$ cat src/design/rdts_pkg.sv
// ----------------------------------------------------------------------------
// rdts_pkg
// Shared widths, limits and register indexes of the depth-to-space scatter unit.
// ----------------------------------------------------------------------------
package rdts_pkg;

	localparam int MATRIX_W  = 8;
	localparam int IN_DIM_W  = 8;
	localparam int DEPTH_W   = 6;
	localparam int VALUE_W   = 32;
	localparam int OUT_DIM_W = 12;
	localparam int ADDR_W    = 24;

	localparam int LEVELS_W  = 3;
	localparam int STEP_W    = 5;
	localparam int BOUND_W   = 13;

	localparam int CFG_IDX_W  = 3;
	localparam int CFG_DATA_W = 13;

	localparam int DEF_MAX_IN_DIM  = 256;
	localparam int DEF_MAX_DEPTH   = 64;
	localparam int DEF_MAX_OUT_DIM = 4096;
	localparam int DEF_MAX_LEVELS  = 4;

	localparam int FIELD_LIMIT = 4096;

	localparam logic [CFG_IDX_W-1:0] REG_LEVELS     = 3'd0;
	localparam logic [CFG_IDX_W-1:0] REG_CHANNEL    = 3'd1;
	localparam logic [CFG_IDX_W-1:0] REG_ROW_OFFSET = 3'd2;
	localparam logic [CFG_IDX_W-1:0] REG_COL_OFFSET = 3'd3;
	localparam logic [CFG_IDX_W-1:0] REG_BASE_STEP  = 3'd4;
	localparam logic [CFG_IDX_W-1:0] REG_OUT_ROWS   = 3'd5;
	localparam logic [CFG_IDX_W-1:0] REG_OUT_COLS   = 3'd6;

endpackage

$ cat src/design/recursive_depth_to_space_scatter_unit.sv
// ----------------------------------------------------------------------------
// recursive_depth_to_space_scatter_unit
// Maps stacked feature-map elements of one channel to output positions.
// ----------------------------------------------------------------------------
// The unit takes one item per cycle unless in_stall is high. Its steps: decode
// and digit gathering, the step multiply, the offset add with bound check, and
// the row-pitch multiply for the linear address, each behind its own register.
// Items of other channels, outside the stack or outside the output bounds are
// dropped and leave a bubble. A stall on the output backs up only the stages
// that hold an item, so empty stages still accept. Configuration writes are
// taken in any cycle (cfg_ready is always high) and must be made while idle.
module recursive_depth_to_space_scatter_unit
	import rdts_pkg::*;
#(
	parameter int MAX_IN_DIM  = DEF_MAX_IN_DIM,
	parameter int MAX_DEPTH   = DEF_MAX_DEPTH,
	parameter int MAX_OUT_DIM = DEF_MAX_OUT_DIM,
	parameter int MAX_LEVELS  = DEF_MAX_LEVELS
) (
	input  logic                  clk,
	input  logic                  arst_n,

	input  logic                  cfg_valid,
	output logic                  cfg_ready,
	input  logic [CFG_IDX_W-1:0]  cfg_index,
	input  logic [CFG_DATA_W-1:0] cfg_data,

	input  logic                  in_valid,
	output logic                  in_stall,
	input  logic [MATRIX_W-1:0]   matrix_index,
	input  logic [IN_DIM_W-1:0]   in_row,
	input  logic [IN_DIM_W-1:0]   in_col,
	input  logic [DEPTH_W-1:0]    in_depth,
	input  logic [VALUE_W-1:0]    elem_value,

	output logic                  out_valid,
	input  logic                  out_stall,
	output logic [OUT_DIM_W-1:0]  out_row,
	output logic [OUT_DIM_W-1:0]  out_col,
	output logic [ADDR_W-1:0]     out_address,
	output logic [VALUE_W-1:0]    out_value
);

	localparam int IDX_W   = IN_DIM_W + (1 << LEVELS_W) - 1;
	localparam int BIT_IDX_W = $clog2(IDX_W);
	localparam int PROD_W  = IDX_W + STEP_W;
	localparam int POS_W   = PROD_W + 1;
	localparam int DIGITS  = MATRIX_W / 2;
	localparam int LIM_A   = (MAX_OUT_DIM < FIELD_LIMIT) ? MAX_OUT_DIM : FIELD_LIMIT;
	localparam int LVL_MAX = (MAX_LEVELS > 7) ? 7 : MAX_LEVELS;
	localparam int ADDR_FULL_W = OUT_DIM_W + BOUND_W + 1;

	logic [LEVELS_W-1:0]   levels_q;
	logic [DEPTH_W-1:0]    channel_q;
	logic [OUT_DIM_W-1:0]  row_offset_q;
	logic [OUT_DIM_W-1:0]  col_offset_q;
	logic [STEP_W-1:0]     base_step_q;
	logic [BOUND_W-1:0]    out_rows_q;
	logic [BOUND_W-1:0]    out_cols_q;

	assign cfg_ready = 1'b1;

	always_ff @(posedge clk or negedge arst_n) begin
		if (!arst_n) begin
			levels_q     <= LEVELS_W'(1);
			channel_q    <= '0;
			row_offset_q <= '0;
			col_offset_q <= '0;
			base_step_q  <= STEP_W'(1);
			out_rows_q   <= BOUND_W'(FIELD_LIMIT);
			out_cols_q   <= BOUND_W'(FIELD_LIMIT);
		end else if (cfg_valid && cfg_ready) begin
			case (cfg_index)
				REG_LEVELS:     levels_q     <= cfg_data[LEVELS_W-1:0];
				REG_CHANNEL:    channel_q    <= cfg_data[DEPTH_W-1:0];
				REG_ROW_OFFSET: row_offset_q <= cfg_data[OUT_DIM_W-1:0];
				REG_COL_OFFSET: col_offset_q <= cfg_data[OUT_DIM_W-1:0];
				REG_BASE_STEP:  base_step_q  <= cfg_data[STEP_W-1:0];
				REG_OUT_ROWS:   out_rows_q   <= cfg_data[BOUND_W-1:0];
				REG_OUT_COLS:   out_cols_q   <= cfg_data[BOUND_W-1:0];
				default: ;
			endcase
		end
	end

	// effective levels and bounds
	logic [LEVELS_W-1:0] lv;
	logic [BOUND_W-1:0]  row_bound;
	logic [BOUND_W-1:0]  col_bound;

	always_comb begin
		if (levels_q == '0)
			lv = LEVELS_W'(1);
		else if (32'(levels_q) > 32'(LVL_MAX))
			lv = LEVELS_W'(LVL_MAX);
		else
			lv = levels_q;
		row_bound = (32'(out_rows_q) > 32'(LIM_A)) ? BOUND_W'(LIM_A) : out_rows_q;
		col_bound = (32'(out_cols_q) > 32'(LIM_A)) ? BOUND_W'(LIM_A) : out_cols_q;
	end

	// pipeline control
	logic vld_s1, vld_s2, vld_s3, vld_s4;
	logic rdy_s1, rdy_s2, rdy_s3, rdy_s4;

	assign rdy_s4   = !vld_s4 || !out_stall;
	assign rdy_s3   = !vld_s3 || rdy_s4;
	assign rdy_s2   = !vld_s2 || rdy_s3;
	assign rdy_s1   = !vld_s1 || rdy_s2;
	assign in_stall = !rdy_s1;

	// stage 1: filter and gather digit bits
	logic [IDX_W-1:0]     row_bits;
	logic [IDX_W-1:0]     col_bits;
	logic [BIT_IDX_W-1:0] bit_idx;
	logic [IDX_W-1:0]     row_idx;
	logic [IDX_W-1:0]     col_idx;
	logic                 pass_in;

	always_comb begin
		row_bits = '0;
		col_bits = '0;
		bit_idx  = '0;
		for (int p = 0; p < DIGITS; p++) begin
			if (p < int'(lv)) begin
				bit_idx = BIT_IDX_W'(int'(lv) - 1 - p);
				row_bits[bit_idx] = matrix_index[2 * p + 1];
				col_bits[bit_idx] = matrix_index[2 * p];
			end
		end
		row_idx = (IDX_W'(in_row) << lv) | row_bits;
		col_idx = (IDX_W'(in_col) << lv) | col_bits;
		pass_in = (in_depth == channel_q)
			&& (32'(in_depth) < 32'(MAX_DEPTH))
			&& (32'(in_row) < 32'(MAX_IN_DIM))
			&& (32'(in_col) < 32'(MAX_IN_DIM))
			&& ((matrix_index >> {lv, 1'b0}) == '0);
	end

	logic [IDX_W-1:0]   row_idx_s1, col_idx_s1;
	logic [VALUE_W-1:0] value_s1;

	always_ff @(posedge clk or negedge arst_n) begin
		if (!arst_n)
			vld_s1 <= 1'b0;
		else if (rdy_s1)
			vld_s1 <= in_valid && pass_in;
	end

	always_ff @(posedge clk) begin
		if (rdy_s1) begin
			row_idx_s1 <= row_idx;
			col_idx_s1 <= col_idx;
			value_s1   <= elem_value;
		end
	end

	// stage 2: scale by step
	logic [PROD_W-1:0]  row_prod_s2, col_prod_s2;
	logic [VALUE_W-1:0] value_s2;

	always_ff @(posedge clk or negedge arst_n) begin
		if (!arst_n)
			vld_s2 <= 1'b0;
		else if (rdy_s2)
			vld_s2 <= vld_s1;
	end

	always_ff @(posedge clk) begin
		if (rdy_s2) begin
			row_prod_s2 <= PROD_W'(base_step_q) * PROD_W'(row_idx_s1);
			col_prod_s2 <= PROD_W'(base_step_q) * PROD_W'(col_idx_s1);
			value_s2    <= value_s1;
		end
	end

	// stage 3: add offsets, check bounds
	logic [POS_W-1:0] row_pos, col_pos;
	logic             in_bounds;

	always_comb begin
		row_pos   = POS_W'(row_offset_q) + POS_W'(row_prod_s2);
		col_pos   = POS_W'(col_offset_q) + POS_W'(col_prod_s2);
		in_bounds = (row_pos < POS_W'(row_bound)) && (col_pos < POS_W'(col_bound));
	end

	logic [OUT_DIM_W-1:0] row_s3, col_s3;
	logic [VALUE_W-1:0]   value_s3;

	always_ff @(posedge clk or negedge arst_n) begin
		if (!arst_n)
			vld_s3 <= 1'b0;
		else if (rdy_s3)
			vld_s3 <= vld_s2 && in_bounds;
	end

	always_ff @(posedge clk) begin
		if (rdy_s3) begin
			row_s3   <= row_pos[OUT_DIM_W-1:0];
			col_s3   <= col_pos[OUT_DIM_W-1:0];
			value_s3 <= value_s2;
		end
	end

	// stage 4: linear address
	logic [ADDR_FULL_W-1:0] addr_full;

	assign addr_full = ADDR_FULL_W'(row_s3) * ADDR_FULL_W'(col_bound)
		+ ADDR_FULL_W'(col_s3);

	logic [OUT_DIM_W-1:0] row_s4, col_s4;
	logic [ADDR_W-1:0]    addr_s4;
	logic [VALUE_W-1:0]   value_s4;

	always_ff @(posedge clk or negedge arst_n) begin
		if (!arst_n)
			vld_s4 <= 1'b0;
		else if (rdy_s4)
			vld_s4 <= vld_s3;
	end

	always_ff @(posedge clk) begin
		if (rdy_s4) begin
			row_s4   <= row_s3;
			col_s4   <= col_s3;
			addr_s4  <= addr_full[ADDR_W-1:0];
			value_s4 <= value_s3;
		end
	end

	assign out_valid   = vld_s4;
	assign out_row     = row_s4;
	assign out_col     = col_s4;
	assign out_address = addr_s4;
	assign out_value   = value_s4;

endmodule

$ cat config.mk
export PLATFORM = sky130hd
export DESIGN_NAME = recursive_depth_to_space_scatter_unit
export DESIGN_NICKNAME = d
export VERILOG_FILES = /design/src/design/rdts_pkg.sv /design/src/design/recursive_depth_to_space_scatter_unit.sv
export SDC_FILE = /design/constraint.sdc
export NUM_CORES = 1
export LEC_CHECK = 0
export BUFFER_PORTS_ARGS = -buffer_cell sky130_fd_sc_hd__buf_2
export CORE_ASPECT_RATIO = 1.1
export CORE_MARGIN = 10
export CORE_UTILIZATION = 25
export CTS_CLUSTER_DIAMETER = 30
export DETAILED_ROUTE_END_ITERATION = 8
export PLACE_DENSITY = 0.43
export SYNTH_ARGS = -nofsm -noshare
export SYNTH_HDL_FRONTEND = slang
export SYNTH_SLANG_ARGS = --single-unit
$ cat constraint.sdc
create_clock -name clk -period 6.35 [get_ports clk]
set_input_delay 1.905 -clock clk [delete_from_list [all_inputs] [get_ports clk]]
set_output_delay 1.905 -clock clk [all_outputs]
set_load 0.01 [all_outputs]
==> impl_metrics.tcl <==
set metrics [dict create \
    status "completed" \
    fmax_mhz 165 \
    synth_warnings 0 \
    reg2reg_to "out_address[22]$_DFFE_PP_" \
    maxSlewViolCount 0 \
    drc 0 \
    synth_area_sq_um 24000 \
    totalWireLength_microns 63400 \
    dr.pass1.iters 6 \
    grt_pass1_vias 17500 \
    fp.dieArea_sq_um 109000 \
    critPathRequiredTime_ns 6.71 \
    overflow 0 \
    htree_levels 3 \
    multi_input_area_sq_um 12900 \
    core_area_sq_um 95600 \
    rsz0062_at_grt "false" \
    relSlewSlack 0.277 \
    rrSetupSlack_ns 0.27 \
    r2r_cells 20 \
    endpoint "out_address[22]$_DFFE_PP_" \
    portBuffers 164 \
    drive_above_1_share 0.175 \
    viasPerCell 4.35 \
    dieHeight_microns 345 \
    fin_setup_tns_ns 0 \
    reg2reg_from "out_cols_q[12]$_DFFE_PN1P_" \
    cts.clk_slew.worst_paths_ns 0.05 \
    synth_seq_cells 338 \
    drt_iter0_drc 674 \
    skew_ns 0.0256 \
    die_w_microns 316 \
    setup_viol 0 \
    worst_pin_slew_ns 1.08 \
    grt_max_degree 74 \
    crit_type "flop to flop" \
    cp-startpoint "out_cols_q[12]$_DFFE_PN1P_" \
    final_common_cell "inv_1" \
    end_kind "flop" \
    synth.avg_cell_area_sq_um 11.2 \
    clock-root-buffer "clkbuf_16" \
    layout_common_cells "281 x inv_1, 270 x edfxtp_1, 232 x nand2_1" \
    n_fill_cell 9917 \
    detail_route.wl_per_cell_microns 17.1 \
    start_kind "flop" \
    routabilityCongestion 0.831 \
    grtUsageTotal 0.117 \
    hold_class "flop to flop" \
    vias 16100 \
    cts_tree "built" \
    insertion_delay_ns 0.62 \
    synthCells 2153 \
    final_core_util 0.306 \
    synth_seq_area_share 0.409 \
    final_hold_viol_count 0 \
    grt_antenna_before_repair 2 \
    nNetsFinal 2820 \
    synth.distinct_cells 80 \
    arrival_ns 6.43 \
    synth_edf_count 270 \
    cts.sinks 338 \
    initial_utilization 0.251 \
    seq_area_sq_um 9820 \
    ioPinCount 166 \
    ys_async_sr_fraction 0.201 \
    ant_nets 0 \
    clk_path_buf_depth 3 \
    numCtsBuffers 81 \
    antenna_cells 0 \
    min_period_ns 6.08 \
    grt_first_pass_wirelength_microns 101000 \
    dp_hpwl_microns 50100 \
    area_growth_pct 21.9 \
    synth_flop_cell "edfxtp_1" \
    min_period_over_period 0.957 \
    critPathMaxFanout 15 \
    maxCapViolCount 0 \
    placementRows 119 \
]
## timing repair
| action | CTS | global route |
|---|---|---|
| setup endpoints to repair | 0 | 5 |
| hold buffers | 0 | 0 |
| resized for setup | 0 | 7 |
| buffers inserted | 0 | 0 |
## stage by stage
stage	area [sq um]	instances	hold WS, ns	worst slack [ns]
floorplan	24000	2154	0.400	0.425
global placement	26400	3548	0.401	0.221
detailed placement	26400	3548	0.405	0.134
CTS	29300	3699	0.409	0.0983
global route	29300	3699	0.417	0.00956
finish	29300	3699	0.409	0.273
## critical path: stages, from the launching register on
cell and delay (ns):
dfstp_4 0.71, nor2b_1 0.08, and2_1 0.18, fa_1 0.54, inv_1 0.06, fa_1 0.55, inv_1 0.06, fa_1 0.50
fa_1 0.54, inv_1 0.05, fa_1 0.52, inv_1 0.04, ha_1 0.35, a21o_1 0.20, a211o_1 0.34, nor3_1 0.37
o41ai_4 0.17, a21oi_1 0.18, o21bai_1 0.08, a21oi_1 0.17, xnor2_1 0.09
## synth_stat cells (19+ instances only)
cell type	number	share of area
xnor2_1	52	0.019
nor2b_1	19	0.0049
nand3_1	26	0.0054
inv_1	282	0.044
mux2_2	64	0.030
a21o_1	20	0.0062
clkbuf_1	62	0.0097
and2_1	162	0.042
dfrtp_1	64	0.067
nor2_1	76	0.012
ha_1	176	0.092
a21oi_1	91	0.019
xor2_1	25	0.0091
o21ai_0	44	0.0092
nand2_1	234	0.037
edfxtp_1	270	0.34
nor3_1	35	0.0073
fa_1	200	0.17
## layout make-up
class,count,area share
inverter,283,0.0363
clock inverter,55,0.0219
sequential,338,0.335
timing repair buffer,199,0.0371
tap,1270,0.0542
multi-input combinational,1458,0.441
clock buffer,96,0.0747
## flip-flops by register name, indices dropped and copies added, names as in the netlist, 13 cells and up
register / cells
value_s3: 32
out_cols_q: 13
row_idx_s1: 15
col_prod_s2: 20
out_value: 32
value_s2: 32
out_address: 24
col_idx_s1: 15
row_prod_s2: 20
out_rows_q: 13
value_s1: 32
## how the worst min path moves through the flow
| stage | from | to | slack (ns) | depth (start not counted) |
|---|---|---|---|---|
| after global routing | value_s1[14]$_DFFE_PN_ | value_s2[14]$_DFFE_PP_ | 0.42 | 0 |
| after detailed placement | value_s3[21]$_DFFE_PP_ | out_value[21]$_DFFE_PP_ | 0.40 | 0 |
| final | value_s3[26]$_DFFE_PP_ | out_value[26]$_DFFE_PP_ | 0.41 | 0 |
| after floorplan | value_s3[0]$_DFFE_PP_ | out_value[0]$_DFFE_PP_ | 0.40 | 0 |
| after global placement | value_s2[18]$_DFFE_PP_ | value_s3[18]$_DFFE_PP_ | 0.40 | 0 |
| after CTS | value_s1[11]$_DFFE_PN_ | value_s2[11]$_DFFE_PP_ | 0.41 | 0 |
## routing by layer
metal  up-vias  track usage  part of all wire
met5         -            0           0.00011
met3       105       0.0206             0.038
met1      7944        0.139              0.43
met2       287        0.209              0.51
li1       7746            -                 -
met4         2       0.0421             0.024
## cells by family (layout without fill, tap and decap cells)
family,after synthesis,in the layout,synth area share
xor gates and xnor gates,77,77,0.0281
and+or+nand+nor,642,642,0.134
other,2,3,0.000313
adders and majority gates,376,376,0.258
DFF,338,338,0.409
AOI/OAI and AO/OA,285,285,0.0792
muxes,75,75,0.0346
buffers and inverters,358,633,0.0570
Power is not shown: default switching activity piles up to over one toggle a cycle in this logic, so the estimate is an artifact.
